[src/rtl/core/mbi_pkg.sv]
package mbi_pkg;

   localparam int PendingSlotsDefault = 8;

   typedef enum logic [2:0] {
      OP_REQUEST = 3'd0,
      OP_RELEASE = 3'd1,
      OP_SET_IDLE = 3'd2,
      OP_FINAL_CMD = 3'd3,
      OP_CMD_STATUS = 3'd4,
      OP_HW_FRAME = 3'd5
   } opcode_type;

   localparam logic [7:0] ST_SENT = 8'd1;
   localparam logic [7:0] ST_ACKED = 8'd2;
   localparam logic [7:0] ST_REJECTED = 8'd3;
   localparam logic [7:0] ST_TIMED_OUT = 8'd4;
   localparam logic [7:0] ST_LOST = 8'd7;
   localparam logic [7:0] ST_SUPERSEDED = 8'd8;

   localparam logic [2:0] FAIL_NONE = 3'd0;
   localparam logic [2:0] FAIL_REJECTED = 3'd1;
   localparam logic [2:0] FAIL_TIMED_OUT = 3'd2;
   localparam logic [2:0] FAIL_LOST = 3'd3;
   localparam logic [2:0] FAIL_SUPERSEDED = 3'd4;
   localparam logic [2:0] FAIL_OVERFLOW = 3'd5;

   localparam logic [3:0] BLK_INACTIVE = 4'd0;
   localparam logic [3:0] BLK_MISSION_BUSY = 4'd6;
   localparam logic [3:0] BLK_GATE_NOT_APPLIED = 4'd7;
   localparam logic [3:0] BLK_ACK_PENDING = 4'd8;
   localparam logic [3:0] BLK_HW_PENDING = 4'd9;
   localparam logic [3:0] BLK_HW_NOT_FRESH = 4'd10;
   localparam logic [3:0] BLK_NOT_STOPPED = 4'd11;
   localparam logic [3:0] BLK_BRUSH_ON = 4'd12;
   localparam logic [3:0] BLK_CONFIRM_PENDING = 4'd13;
   localparam logic [3:0] BLK_READY = 4'd14;

   // request from sequencer to slot table
   typedef struct packed {
      logic        start;
      logic        clear_all;
      logic [63:0] cmd;
   } scan_req_type;

   // result of a slot table scan
   typedef struct packed {
      logic       done;
      logic       hit;
      logic       free_found;
      logic       hit_acked;
      logic [2:0] hit_failure;
   } scan_rsp_type;

   // write request to slot table after scan
   typedef struct packed {
      logic       remember;
      logic       consume;
      logic       acked;
      logic [2:0] failure;
   } slot_upd_type;

   function automatic logic [2:0] failure_of(input logic [7:0] st);
      logic [2:0] f;
      begin
         f = FAIL_NONE;
         case (st)
            ST_REJECTED: f = FAIL_REJECTED;
            ST_TIMED_OUT: f = FAIL_TIMED_OUT;
            ST_LOST: f = FAIL_LOST;
            ST_SUPERSEDED: f = FAIL_SUPERSEDED;
            default: f = FAIL_NONE;
         endcase
         return f;
      end
   endfunction

endpackage

[src/rtl/core/mbi_slot_table.sv]
module mbi_slot_table #(
   parameter int PENDING_SLOTS = mbi_pkg::PendingSlotsDefault
) (
   input  logic                  clock,
   input  logic                  reset,
   input  mbi_pkg::scan_req_type scan_req,
   output mbi_pkg::scan_rsp_type scan_rsp,
   input  mbi_pkg::slot_upd_type slot_upd
);
   import mbi_pkg::*;

   localparam int IdxW = (PENDING_SLOTS > 1) ? $clog2(PENDING_SLOTS) : 1;
   localparam int CntW = $clog2(PENDING_SLOTS + 1);

   logic [PENDING_SLOTS-1:0] valid_ff, valid_in;
   logic [63:0] cmd_mem [PENDING_SLOTS];
   logic        acked_mem [PENDING_SLOTS];
   logic [2:0]  fail_mem [PENDING_SLOTS];

   logic            busy_ff, busy_in;
   logic [CntW-1:0] pos_ff, pos_in;
   logic            hit_ff, hit_in;
   logic [IdxW-1:0] hit_idx_ff, hit_idx_in;
   logic            free_ff, free_in;
   logic [IdxW-1:0] free_idx_ff, free_idx_in;
   logic            done_ff, done_in;
   logic [63:0]     rd_cmd_ff;
   logic            rd_valid_ff;
   logic            rd_stage_ff, rd_stage_in;
   logic [IdxW-1:0] rd_idx_ff;
   logic [IdxW-1:0] pos_idx;
   logic [IdxW-1:0] wr_idx;

   assign pos_idx = pos_ff[IdxW-1:0];
   assign wr_idx = hit_ff ? hit_idx_ff : free_idx_ff;

   // registered memory read, one slot a cycle
   always_ff @(posedge clock) begin
      rd_cmd_ff <= cmd_mem[pos_idx];
      rd_idx_ff <= pos_idx;
      rd_valid_ff <= valid_ff[pos_idx];
   end

   // memory writes after the scan
   always_ff @(posedge clock) begin
      if (slot_upd.remember) begin
         if (!hit_ff) begin
            cmd_mem[wr_idx] <= scan_req.cmd;
         end
         if (slot_upd.failure != FAIL_NONE) begin
            fail_mem[wr_idx] <= slot_upd.failure;
            acked_mem[wr_idx] <= 1'b0;
         end else begin
            if (!hit_ff) begin
               fail_mem[wr_idx] <= FAIL_NONE;
            end
            acked_mem[wr_idx] <= (hit_ff ? acked_mem[wr_idx] : 1'b0)
               | (slot_upd.acked & (!hit_ff || fail_mem[wr_idx] == FAIL_NONE));
         end
      end
   end

   // scan sequencing: issue address, compare registered data next cycle
   always_comb begin
      busy_in = busy_ff;
      pos_in = pos_ff;
      hit_in = hit_ff;
      hit_idx_in = hit_idx_ff;
      free_in = free_ff;
      free_idx_in = free_idx_ff;
      done_in = 1'b0;
      rd_stage_in = 1'b0;
      valid_in = valid_ff;
      if (scan_req.start) begin
         busy_in = 1'b1;
         pos_in = '0;
         hit_in = 1'b0;
         free_in = 1'b0;
      end else if (busy_ff) begin
         rd_stage_in = 1'b1;
         if (pos_ff == CntW'(PENDING_SLOTS - 1)) begin
            busy_in = 1'b0;
         end else begin
            pos_in = pos_ff + 1'b1;
         end
      end
      if (rd_stage_ff) begin
         if (rd_valid_ff && rd_cmd_ff == scan_req.cmd && !hit_in) begin
            hit_in = 1'b1;
            hit_idx_in = rd_idx_ff;
         end
         if (!rd_valid_ff && !free_in) begin
            free_in = 1'b1;
            free_idx_in = rd_idx_ff;
         end
         if (!busy_ff) begin
            done_in = 1'b1;
         end
      end
      if (slot_upd.remember) begin
         valid_in[wr_idx] = 1'b1;
      end
      if (slot_upd.consume) begin
         valid_in[hit_idx_ff] = 1'b0;
      end
      if (scan_req.clear_all) begin
         valid_in = '0;
      end
   end

   // control registers
   always_ff @(posedge clock) begin
      if (reset) begin
         valid_ff <= '0;
         busy_ff <= 1'b0;
         done_ff <= 1'b0;
         rd_stage_ff <= 1'b0;
      end else begin
         valid_ff <= valid_in;
         busy_ff <= busy_in;
         done_ff <= done_in;
         rd_stage_ff <= rd_stage_in;
      end
      pos_ff <= pos_in;
      hit_ff <= hit_in;
      hit_idx_ff <= hit_idx_in;
      free_ff <= free_in;
      free_idx_ff <= free_idx_in;
   end

   assign scan_rsp.done = done_ff;
   assign scan_rsp.hit = hit_ff;
   assign scan_rsp.free_found = free_ff;
   assign scan_rsp.hit_acked = acked_mem[hit_idx_ff];
   assign scan_rsp.hit_failure = fail_mem[hit_idx_ff];

endmodule

[src/rtl/core/maintenance_brake_interlock.sv]
// channel | direction | tdata fields (low bit up)                     | tuser
// req     | in        | tag, second_tag, from_gate_source, cmd_ident,  | opcode
//         |           | flag_a, flag_b, linear_speed, angular_speed,   |
//         |           | brush_rate, status_state (pad to 256)          |
// rsp     | out       | accepted, ready_res, blocker,                  | -
//         |           | current_generation (pad to 72)                 |
// request, release, idle, unused, ignored and epoch zero events go from the
// execute state to the output state; a hardware frame of the current
// or a newer epoch passes through the finish state first
// a safe final command, or a status for a command other than the tracked one,
// searches the pending table one slot a cycle in the scan and wait states
// req_tready is low in reset and from accept until the result has been taken
module maintenance_brake_interlock #(
   parameter int PENDING_SLOTS = mbi_pkg::PendingSlotsDefault
) (
   input  logic         clock,
   input  logic         reset,
   input  logic         req_tvalid,
   output logic         req_tready,
   // tag, second_tag, from_gate_source, cmd_ident, flag_a, flag_b,
   // linear_speed, angular_speed, brush_rate, status_state
   input  logic [255:0] req_tdata,
   // opcode
   input  logic [2:0]   req_tuser,
   output logic         rsp_tvalid,
   input  logic         rsp_tready,
   // accepted, ready_res, blocker, current_generation
   output logic [71:0]  rsp_tdata
);
   import mbi_pkg::*;

   typedef enum logic [5:0] {
      S_IDLE   = 6'b000001,
      S_EXEC   = 6'b000010,
      S_SCAN   = 6'b000100,
      S_WAIT   = 6'b001000,
      S_FINISH = 6'b010000,
      S_OUT    = 6'b100000
   } state_type;

   state_type state_ff, state_in;

   // captured item
   logic [2:0]  op_ff;
   logic [63:0] tag_ff, tag2_ff, cmd_ff;
   logic        src_ff, fa_ff, fb_ff, lz_ff, az_ff, bz_ff;
   logic [7:0]  st_ff;

   // interlock state
   logic        gate_on_ff, gate_on_in;
   logic [63:0] active_gen_ff, active_gen_in;
   logic [63:0] highest_gen_ff, highest_gen_in;
   logic        idle_ff, idle_in;
   logic        applied_ff, applied_in;
   logic [63:0] tracked_ff, tracked_in;
   logic        acked_ff, acked_in;
   logic [2:0]  fail_ff, fail_in;
   logic        hw_seen_ff, hw_seen_in;
   logic        fresh_ff, fresh_in;
   logic        lin_ff, lin_in, ang_ff, ang_in, brush_ff, brush_in;
   logic [1:0]  zf_ff, zf_in;
   logic        ek_ff, ek_in;
   logic [63:0] es_ff, es_in;
   logic        sk_ff, sk_in;
   logic [63:0] ss_ff, ss_in;
   logic        accepted_ff, accepted_in;
   logic        rsp_valid_ff, rsp_valid_in;
   logic [71:0] rsp_data_ff, rsp_data_in;

   scan_req_type scan_req;
   scan_rsp_type scan_rsp;
   slot_upd_type slot_upd;

   logic        evid_ok, safe, st_acked, changed;
   logic [2:0]  st_fail;
   logic        ready;
   logic [3:0]  blk;

   mbi_slot_table #(.PENDING_SLOTS(PENDING_SLOTS)) u_table (
      .clock    (clock),
      .reset    (reset),
      .scan_req (scan_req),
      .scan_rsp (scan_rsp),
      .slot_upd (slot_upd)
   );

   assign req_tready = state_ff == S_IDLE && !reset;
   assign rsp_tvalid = rsp_valid_ff;
   assign rsp_tdata = rsp_data_ff;

   assign evid_ok = tag_ff == active_gen_ff && tag2_ff == active_gen_ff && src_ff;
   assign safe = fa_ff && fb_ff && cmd_ff != '0 && lz_ff && az_ff && bz_ff;
   assign st_acked = st_ff == ST_SENT || st_ff == ST_ACKED;
   assign st_fail = failure_of(st_ff);
   assign changed = !applied_ff || cmd_ff != tracked_ff;

   // readiness snapshot from current state
   always_comb begin
      ready = gate_on_ff && idle_ff && applied_ff && acked_ff && fail_ff == FAIL_NONE
         && hw_seen_ff && fresh_ff && lin_ff && ang_ff && brush_ff && zf_ff == 2'd2;
      if (!gate_on_ff) blk = BLK_INACTIVE;
      else if (fail_ff != FAIL_NONE) blk = {1'b0, fail_ff};
      else if (!idle_ff) blk = BLK_MISSION_BUSY;
      else if (!applied_ff) blk = BLK_GATE_NOT_APPLIED;
      else if (!acked_ff) blk = BLK_ACK_PENDING;
      else if (!hw_seen_ff) blk = BLK_HW_PENDING;
      else if (!fresh_ff) blk = BLK_HW_NOT_FRESH;
      else if (!lin_ff || !ang_ff) blk = BLK_NOT_STOPPED;
      else if (!brush_ff) blk = BLK_BRUSH_ON;
      else if (zf_ff != 2'd2) blk = BLK_CONFIRM_PENDING;
      else blk = BLK_READY;
   end

   // event sequencer
   always_comb begin
      logic clr_conf, clr_evid, do_latch, note;
      logic [2:0] latch_kind;
      logic [63:0] note_val;
      clr_conf = 1'b0;
      clr_evid = 1'b0;
      do_latch = 1'b0;
      latch_kind = FAIL_NONE;
      note = 1'b0;
      note_val = tag2_ff;
      state_in = state_ff;
      gate_on_in = gate_on_ff;
      active_gen_in = active_gen_ff;
      highest_gen_in = highest_gen_ff;
      idle_in = idle_ff;
      applied_in = applied_ff;
      tracked_in = tracked_ff;
      acked_in = acked_ff;
      fail_in = fail_ff;
      hw_seen_in = hw_seen_ff;
      fresh_in = fresh_ff;
      lin_in = lin_ff;
      ang_in = ang_ff;
      brush_in = brush_ff;
      zf_in = zf_ff;
      ek_in = ek_ff;
      es_in = es_ff;
      sk_in = sk_ff;
      ss_in = ss_ff;
      accepted_in = accepted_ff;
      rsp_valid_in = rsp_valid_ff;
      rsp_data_in = rsp_data_ff;
      scan_req.start = 1'b0;
      scan_req.clear_all = 1'b0;
      scan_req.cmd = cmd_ff;
      slot_upd = '0;

      case (state_ff)
         S_IDLE: begin
            if (req_tvalid) begin
               state_in = S_EXEC;
               accepted_in = 1'b0;
            end
         end
         S_EXEC: begin
            state_in = S_OUT;
            case (op_ff)
               OP_REQUEST: begin
                  if (tag_ff != '0 && tag_ff > highest_gen_ff) begin
                     gate_on_in = 1'b1;
                     active_gen_in = tag_ff;
                     highest_gen_in = tag_ff;
                     idle_in = fa_ff;
                     clr_evid = 1'b1;
                     accepted_in = 1'b1;
                  end
               end
               OP_RELEASE: begin
                  if (gate_on_ff && tag_ff == active_gen_ff) begin
                     gate_on_in = 1'b0;
                     active_gen_in = '0;
                     idle_in = 1'b0;
                     clr_evid = 1'b1;
                     accepted_in = 1'b1;
                  end
               end
               OP_SET_IDLE: idle_in = fa_ff;
               OP_FINAL_CMD: begin
                  if (gate_on_ff && fail_ff == FAIL_NONE && evid_ok) begin
                     if (!safe) begin
                        applied_in = 1'b0;
                        tracked_in = '0;
                        acked_in = 1'b0;
                        clr_conf = 1'b1;
                     end else begin
                        applied_in = 1'b1;
                        if (changed) begin
                           tracked_in = cmd_ff;
                           acked_in = 1'b0;
                           clr_conf = 1'b1;
                        end
                        scan_req.start = 1'b1;
                        state_in = S_SCAN;
                     end
                  end
               end
               OP_CMD_STATUS: begin
                  if (gate_on_ff && fail_ff == FAIL_NONE && evid_ok && cmd_ff != '0
                      && (st_acked || st_fail != FAIL_NONE)) begin
                     if (applied_ff && cmd_ff == tracked_ff) begin
                        if (st_fail != FAIL_NONE) begin
                           do_latch = 1'b1;
                           latch_kind = st_fail;
                        end else if (!acked_ff) begin
                           acked_in = 1'b1;
                           clr_conf = 1'b1;
                        end
                     end else begin
                        scan_req.start = 1'b1;
                        state_in = S_SCAN;
                     end
                  end
               end
               OP_HW_FRAME: begin
                  if (gate_on_ff && fail_ff == FAIL_NONE) begin
                     if (tag_ff == '0) begin
                        clr_conf = 1'b1;
                     end else if (!ek_ff || tag_ff >= es_ff) begin
                        // newer epoch restarts the sequence tracking
                        state_in = S_FINISH;
                        if (!ek_ff || tag_ff > es_ff) begin
                           clr_conf = 1'b1;
                           ek_in = 1'b1;
                           es_in = tag_ff;
                           sk_in = 1'b0;
                           ss_in = '0;
                        end
                     end
                  end
               end
               default: ;
            endcase
         end
         S_SCAN: state_in = S_WAIT;
         S_WAIT: begin
            if (scan_rsp.done) begin
               state_in = S_OUT;
               if (op_ff == OP_FINAL_CMD) begin
                  if (scan_rsp.hit) begin
                     slot_upd.consume = 1'b1;
                     if (scan_rsp.hit_failure != FAIL_NONE) begin
                        do_latch = 1'b1;
                        latch_kind = scan_rsp.hit_failure;
                     end else if (scan_rsp.hit_acked && !acked_ff) begin
                        acked_in = 1'b1;
                        clr_conf = 1'b1;
                     end
                  end
               end else if (!scan_rsp.hit && !scan_rsp.free_found) begin
                  do_latch = 1'b1;
                  latch_kind = FAIL_OVERFLOW;
               end else begin
                  slot_upd.remember = 1'b1;
                  slot_upd.acked = st_acked;
                  slot_upd.failure = st_fail;
               end
            end
         end
         S_FINISH: begin
            // hardware frame evaluation for a current epoch
            state_in = S_OUT;
            if (!acked_ff) begin
               note = 1'b1;
            end else if (!(fa_ff && fb_ff && lz_ff && az_ff && bz_ff)) begin
               hw_seen_in = 1'b1;
               fresh_in = fa_ff && fb_ff;
               lin_in = lz_ff;
               ang_in = az_ff;
               brush_in = bz_ff;
               zf_in = 2'd0;
               note = 1'b1;
            end else if (!sk_ff || tag2_ff > ss_ff) begin
               hw_seen_in = 1'b1;
               fresh_in = 1'b1;
               lin_in = 1'b1;
               ang_in = 1'b1;
               brush_in = 1'b1;
               sk_in = 1'b1;
               ss_in = tag2_ff;
               if (zf_ff != 2'd2) zf_in = zf_ff + 2'd1;
            end
         end
         S_OUT: begin
            if (!rsp_valid_ff) begin
               rsp_valid_in = 1'b1;
               rsp_data_in = {2'b00, active_gen_ff, blk, ready, accepted_ff};
            end else if (rsp_tready) begin
               rsp_valid_in = 1'b0;
               state_in = S_IDLE;
            end
         end
         default: state_in = S_IDLE;
      endcase

      if (note && (!sk_ff || note_val > ss_ff)) begin
         sk_in = 1'b1;
         ss_in = note_val;
      end
      if (do_latch) begin
         fail_in = latch_kind;
         acked_in = 1'b0;
         clr_conf = 1'b1;
         scan_req.clear_all = 1'b1;
      end
      if (clr_evid) begin
         applied_in = 1'b0;
         tracked_in = '0;
         acked_in = 1'b0;
         fail_in = FAIL_NONE;
         clr_conf = 1'b1;
         scan_req.clear_all = 1'b1;
         ek_in = 1'b0;
         es_in = '0;
         sk_in = 1'b0;
         ss_in = '0;
      end
      if (clr_conf) begin
         hw_seen_in = 1'b0;
         fresh_in = 1'b0;
         lin_in = 1'b0;
         ang_in = 1'b0;
         brush_in = 1'b0;
         zf_in = 2'd0;
      end
      // epoch zero frame: confirmation follows brake ack
      if (state_ff == S_EXEC && op_ff == OP_HW_FRAME && gate_on_ff
          && fail_ff == FAIL_NONE && tag_ff == '0) begin
         hw_seen_in = acked_ff;
      end
   end

   // capture accepted transfer
   always_ff @(posedge clock) begin
      if (state_ff == S_IDLE && req_tvalid) begin
         op_ff <= req_tuser;
         tag_ff <= req_tdata[63:0];
         tag2_ff <= req_tdata[127:64];
         src_ff <= req_tdata[128];
         cmd_ff <= req_tdata[192:129];
         fa_ff <= req_tdata[193];
         fb_ff <= req_tdata[194];
         lz_ff <= req_tdata[210:195] == '0;
         az_ff <= req_tdata[226:211] == '0;
         bz_ff <= req_tdata[242:227] == '0;
         st_ff <= req_tdata[250:243];
      end
      rsp_data_ff <= rsp_data_in;
   end

   // state registers
   always_ff @(posedge clock) begin
      if (reset) begin
         state_ff <= S_IDLE;
         gate_on_ff <= 1'b0;
         active_gen_ff <= '0;
         highest_gen_ff <= '0;
         idle_ff <= 1'b0;
         applied_ff <= 1'b0;
         tracked_ff <= '0;
         acked_ff <= 1'b0;
         fail_ff <= FAIL_NONE;
         hw_seen_ff <= 1'b0;
         fresh_ff <= 1'b0;
         lin_ff <= 1'b0;
         ang_ff <= 1'b0;
         brush_ff <= 1'b0;
         zf_ff <= 2'd0;
         ek_ff <= 1'b0;
         es_ff <= '0;
         sk_ff <= 1'b0;
         ss_ff <= '0;
         accepted_ff <= 1'b0;
         rsp_valid_ff <= 1'b0;
      end else begin
         state_ff <= state_in;
         gate_on_ff <= gate_on_in;
         active_gen_ff <= active_gen_in;
         highest_gen_ff <= highest_gen_in;
         idle_ff <= idle_in;
         applied_ff <= applied_in;
         tracked_ff <= tracked_in;
         acked_ff <= acked_in;
         fail_ff <= fail_in;
         hw_seen_ff <= hw_seen_in;
         fresh_ff <= fresh_in;
         lin_ff <= lin_in;
         ang_ff <= ang_in;
         brush_ff <= brush_in;
         zf_ff <= zf_in;
         ek_ff <= ek_in;
         es_ff <= es_in;
         sk_ff <= sk_in;
         ss_ff <= ss_in;
         accepted_ff <= accepted_in;
         rsp_valid_ff <= rsp_valid_in;
      end
   end

`ifndef SYNTHESIS
   // a result is only offered while the sequencer sits in the output state
   assert property (@(posedge clock) disable iff (reset)
      rsp_valid_ff |-> state_ff == S_OUT)
      else $error("result offered outside output state");

   // a latched failure always leaves the brake unacknowledged
   assert property (@(posedge clock) disable iff (reset)
      fail_ff != FAIL_NONE |-> !acked_ff)
      else $error("failure latched with brake acknowledged");

   // the active generation never exceeds the highest one seen
   assert property (@(posedge clock) disable iff (reset)
      active_gen_ff <= highest_gen_ff)
      else $error("active generation above highest");
`endif

endmodule
[config.mk]
export PLATFORM = sky130hd
export DESIGN_NAME = maintenance_brake_interlock
export DESIGN_NICKNAME = d
export VERILOG_FILES = /design/src/rtl/core/mbi_pkg.sv /design/src/rtl/core/mbi_slot_table.sv /design/src/rtl/core/maintenance_brake_interlock.sv
export SDC_FILE = /design/constraint.sdc
export NUM_CORES = 2
export LEC_CHECK = 0
export ABC_AREA = 1
export BUFFER_PORTS_ARGS = -buffer_cell sky130_fd_sc_hd__buf_4
export CORE_MARGIN = 4
export CORE_UTILIZATION = 50
export DETAILED_ROUTE_END_ITERATION = 16
export GPL_TIMING_DRIVEN = 0
export PLACE_DENSITY = 0.67
export SETUP_SLACK_MARGIN = 0.1
export SYNTH_ARGS = -nofsm -noshare
export SYNTH_HDL_FRONTEND = slang
export SYNTH_SLANG_ARGS = --single-unit
[constraint.sdc]
create_clock -name clock -period 18.15 [get_ports clock]
set_input_delay 1.815 -clock clock [delete_from_list [all_inputs] [get_ports clock]]
set_output_delay 1.815 -clock clock [all_outputs]
set_load 0.02 [all_outputs]
* After elaboration in Yosys (flattened, before gate mapping)
Memories as Yosys holds them, arrays and structs flattened. A register that Yosys moved wholly into a read port is not among the register bits.
Index checks and enable logic that the tools add are counted.
** Storage, ports and cells
- RAM bits :: 544
- ROM bits :: 0
- Output and inout bits :: 74
- Logic and storage cells :: 419
- Latch bits :: 0
- Input port bits :: 263
- Bits in registers :: 650
- Memories :: 3
** Memories
- u_table.cmd_mem :: depth 8, width 64, read ports 1, clocked after memory_dff 1, wr ports 1, RTL line mbi_slot_table.sv:16 : logic [63:0] cmd_mem [PENDING_SLOTS];
- u_table.fail_mem :: depth 8, width 3, read ports 2, clocked after memory_dff 1, wr ports 1, RTL line mbi_slot_table.sv:18 : logic [2:0] fail_mem [PENDING_SLOTS];
- u_table.acked_mem :: depth 8, width 1, read ports 2, clocked after memory_dff 1, wr ports 1, RTL line mbi_slot_table.sv:17 : logic acked_mem [PENDING_SLOTS];
** Cells by class
- Divide/modulo/power cells :: 0
- Bitwise operators :: 14
- Reduce and logical (&&, ||, !) cells :: 105
- Equal/unequal tests :: 56
- $lt $le $gt $ge :: 9
- Shifts and indexed selects :: 0
- Add/sub/neg operators :: 2
- Mux-type cells :: 184
- $mul :: 0
** Operators with widths (count)
- 64-bit 2-to-1 mux :: 13
- 64-bit equality test :: 4
- 64-bit one-hot mux with 2 select lines :: 2
- 64-bit greater-than comparator :: 3
- 64-bit nonzero test :: 2
- 1-bit 2-to-1 mux :: 108
- 6-bit 2-to-1 mux :: 13
- 64-bit >= comparator :: 1
- 64-bit logical NOT :: 1
- 64-bit inequality test :: 1
- 3-bit 2-to-1 mux :: 20
- 16-bit logical NOT :: 3
- 1-bit logical AND :: 41
- 3-bit inequality test (second input constant) :: 13
- 6-bit one-hot mux with 6 select lines :: 1
- 3-bit nonzero test :: 8
- 1-bit one-hot mux with 2 select lines :: 10
- 4-bit AND reduction :: 5
- 2-bit inequality test (second input constant) :: 9
- 6-bit one-hot mux with 3 select lines :: 1
- 8-bit by 2-bit equality test with 1-bit output (second input constant) :: 2
- 8-bit by 3-bit equality test with 1-bit output (second input constant) :: 2
- 8-bit 2-to-1 mux :: 2
- 1-bit logical NOT :: 12
- other kinds (47) :: 93

* Depth between registers and ports, before layout
- Depth in word-level cells :: 14
- Mapped depth :: 24
- Mapped depth without buffers :: 22

* By module
A second synthesis with hierarchy kept.
** Unflattened totals
- Cell total of the unflattened synthesis :: 5824
- Area total of the unflattened synthesis :: 55582.1 um^2
** Modules (own cells, without submodules)
- maintenance_brake_interlock :: times used 1, area an instance 30411.7 um^2, cells each 3659, sequential area each 15264.6 um^2
- mbi_slot_table :: times used 1, area an instance 25170.4 um^2, cells each 2165, sequential area each 18277.5 um^2

* Least setup slack after synthesis
No wires, ideal clock.
- Kind :: input to register
- Start point :: input port req_tvalid
- End point :: register az_ff (enable)
- Arrival :: 10.488 ns
- Required time :: 17.367 ns
- Cell stages on the path :: 2
- Slack :: 6.879 ns
- Path buffers :: 0
- Cell sequence :: inv_1 -> nor2_1
** On the way
- Longest elaborated chain between the ends :: 1
** Ends and longest elaborated chain
- start, declared :: RTL line maintenance_brake_interlock.sv:18 : input logic req_tvalid,
- 1-bit logical AND :: RTL line maintenance_brake_interlock.sv:338 : if (state_ff == S_IDLE && req_tvalid) begin
- end signal, assigned :: RTL line maintenance_brake_interlock.sv:347 : az_ff <= req_tdata[226:211] == '0;
- end, declared :: RTL line maintenance_brake_interlock.sv:46 : logic src_ff, fa_ff, fb_ff, lz_ff, az_ff, bz_ff;
Every way passes these cells.
A chain may end at the register's enable or synchronous reset.

* Final worst setup path
- Start point :: input port reset
- End point :: output port req_tready
** On the way
- Longest elaborated chain between the ends :: 2
** Ends and longest elaborated chain
- start, declared :: RTL line maintenance_brake_interlock.sv:17 : input logic reset,
- 1-bit logical NOT :: RTL line maintenance_brake_interlock.sv:87 : assign req_tready = state_ff == S_IDLE && !reset;
- 1-bit logical AND :: RTL line maintenance_brake_interlock.sv:87
- end, declared :: RTL line maintenance_brake_interlock.sv:19 : output logic req_tready,
Every way passes these cells.

==> impl_results.md <==
- WP data required: around 16000 ps
- Worst setup EP type: primary output
- PortBufs: approximately 330
- Worst vdd ir: just over 90 uV
- Rows: 120
- RSZ-0062 raised after global routing: no
- Antenna violations before repair: 5
- Clock latency on the worst-skew pair: 760 ps
- CTS tree: built
- Netlist cell types: 58
- Vias: ~42k
- Seq. cell area: 33500 um2
- Crit start category: primary input
- Vias in the first global route: just under 40k
- Leak Pwr: 0.0237 uW
- Most common cell after layout, fill and taps aside: nand2_1
- Yosys Warn Count: 0
- First-pass GRT wire length: 238000 um
- Final setup fails: 0
- Dpl hpwl: about 120000 um
- Vias per cell: approximately 5.6
- DRT Pass-1 Iters: 6
- Share of cells above drive strength 1: between 10% and 20%
- Max Fclk: around 0.22 GHz
- Slew headroom: under 10%
- Area grow syn2layout: 17.4%
- Gr usage total: between 20% and 30%
- Ys async rst share: 0%
- Chip width: between 300 and 400 um
- Largest net degree at the start of global routing: 34
- Syn Area/Cell: approximately 9.8 um2
- Outcome: complete, no violations
- Yosys reg bits: ~1.3k
- Initial DRC count: between 4k and 5k
- Nets: roughly 6.5k
- # fillers: around 9.0k
- Worst-path maximum fanout: 10
- Clk_skew: 34.2 ps
- Remaining antenna violation count: 0
- Layout Cells excl Fill: 7584
- Top FF cell, synth: edfxtp_1
- Setup TNS: 0 ps
- H-tree level count: 4
- Die area: ~110000 um2
- Pwr dens: approximately 98 nW/um2
- Setup crit start: reset
- TritonCTS sink count: around 1.3k
- Max Cap Violations: 0
- WL final: between 150000 and 200000 um
- Clock buffer depth: 3
- Min-delay src: u_table.pos_ff[0]$_SDFFE_PP0P_
- Area of the core: 108000 um2
- Reg clk slew, reported paths: about 60 ps
- DP Cell Count: approximately 7.3k
- Initial core utilization: 50.6%
- DRC Markers: 0
- Worst slew pin tran: about 1400 ps
- Ports: between 300 and 400
- TritonCTS Buffers: around 140
- Multi-input gate area: about 18000 um2
- Worst hold path type: reg2reg
- Critical path class: in2out
- Gpl congestion: 0.967
- Shortest period the worst path allows: ~4600 ps
- Final hold violation count: 0
- Worst r2r src: u_table.pos_ff[0]$_SDFFE_PP0P_
- Final Max Slew Viols: 0
- Grt ovf: 0
- Final period utilization: 25.5%
- Gate Count Post-Synth: between 5k and 6k
- Commonest non-fill, non-tap cells in the layout: nand2_1, edfxtp_1, nor2_1, inv_1, o21ai_0
- Hold-fix buffers, CTS: 0
- DR WL/cell: 21.1 um
- Crit path DAT: between 2000 and 3000 ps
- Postcts setup bufs: 0
- Post-Syn Area: approximately 54000 um2
- Share of the yosys chip area belonging to registers: roughly 62%
- Post-cts sizing count: 0
- Number of synthesized flops with an enable pin: a little over 800
- Die H: approximately 340 um
- Root Driver: clkbuf_16
==> cell usage after synthesis (8+ instances only) <==
library cell | n | area [um2]
nand2_1 | 949 | 3560
edfxtp_1 | 829 | 24900
nor2_1 | 755 | 2830
inv_1 | 548 | 2060
o21ai_0 | 477 | 2390
a21oi_1 | 466 | 2330
dfxtp_1 | 432 | 8650
ha_1 | 194 | 2430
nand3_1 | 173 | 866
clkbuf_1 | 136 | 510
o22ai_1 | 89 | 557
a31oi_1 | 66 | 413
nor3_1 | 50 | 250
buf_2 | 48 | 240
xor2_1 | 44 | 385
nand4_1 | 36 | 225
nor4_1 | 33 | 206
xnor2_1 | 28 | 245
a211oi_1 | 21 | 158
o21ai_1 | 16 | 80.1
o21a_1 | 13 | 97.6
buf_4 | 12 | 90.1
buf_6 | 12 | 135
inv_2 | 12 | 45.0
buf_1 | 11 | 41.3
nand2_2 | 10 | 62.6
o211ai_1 | 8 | 60.1
==> critical path: stages <==
cell and delay (ps):
buf_4 120, clkbuf_1 260, nor2_1 400, buf_4 220
==> path summary, 6_finish.rpt <==
path | to | slack [ps] | cells past startpoint
hold reg to reg | u_table.rd_idx_ff[0]$_DFF_P_ | 400 | 0
hold / removal | u_table.rd_idx_ff[0]$_DFF_P_ | 400 | 0
setup reg to reg | u_table.rd_cmd_ff[62]$_DFF_P_ | 14160 | 8
setup / recovery | req_tready | 13520 | 4
==> power by group <==
group / internal [uW] / switching, uW / leakage, uW
Combinational: 117 / 168 / 0.0105
Sequential: 3110 / 101 / 0.0110
Clock: 1570 / 1180 / 0.00215
==> layout make-up <==
class | instances | share of cell area (%)
diodes | 1 | 0.00392
plain buffers | 226 | 1.69
clock buffers | 190 | 5.79
clock inverters | 61 | 1.18
inverters | 562 | 3.30
multi-input cells | 3494 | 27.8
flip-flops and latches | 1261 | 52.5
well taps | 1403 | 2.75
repair buffers | 386 | 4.99
==> kinds of logic after synthesis <==
logic type,after synthesis,synth area share [%]
AND/OR/NAND/NOR,2044,15.3
other,1,0.00689
flip-flops,1261,61.6
buffers and inverters,788,5.86
adder cells (fa/ha/maj),194,4.46
XOR/XNOR,72,1.16
AO/OA/AOI/OAI,1182,11.6
==> registers in the layout (all words and copies together) (netlist names), 8 cells and up, named ones only <==
| register | cells |
|---|---|
| u_table.cmd_mem | 512 |
| u_table.acked_mem | 8 |
| tag2_ff | 64 |
| active_gen_ff | 64 |
| u_table.valid_ff | 8 |
| u_table.rd_cmd_ff | 64 |
| cmd_ff | 64 |
| tag_ff | 64 |
| tracked_ff | 64 |
| u_table.fail_mem | 24 |
| highest_gen_ff | 64 |
| rsp_tdata | 70 |
| st_ff | 8 |
| es_ff | 64 |
| ss_ff | 64 |
==> per-layer routing <==
layer | vias to the layer above | share of wire [%] | global-route usage (%)
li1 | 20000 | - | -
met1 | 20300 | 45 | 41.7
met2 | 1842 | 44 | 41.2
met3 | 240 | 8.9 | 4.34
met4 | 0 | 2.6 | 8.42
met5 | - | 0 | 0
==> through the flow <==
stage / hold slack [ps] / instance area [um2] / total power [uW] / setup slack [ps] / util, %
global placement: 388 / 58700 / 3560 / 1360 / 54.5
CTS: 398 / 63900 / 6280 / 13560 / 59.4
finish: 397 / 63900 / 6250 / 13520 / 59.4
global route: 401 / 63900 / 6460 / 13480 / 59.4
floorplan: 370 / 54500 / 3400 / 6880 / -
detailed placement: 388 / 59500 / 3550 / 13560 / 55.2
Note: power is estimated with default switching activity, not from simulation.
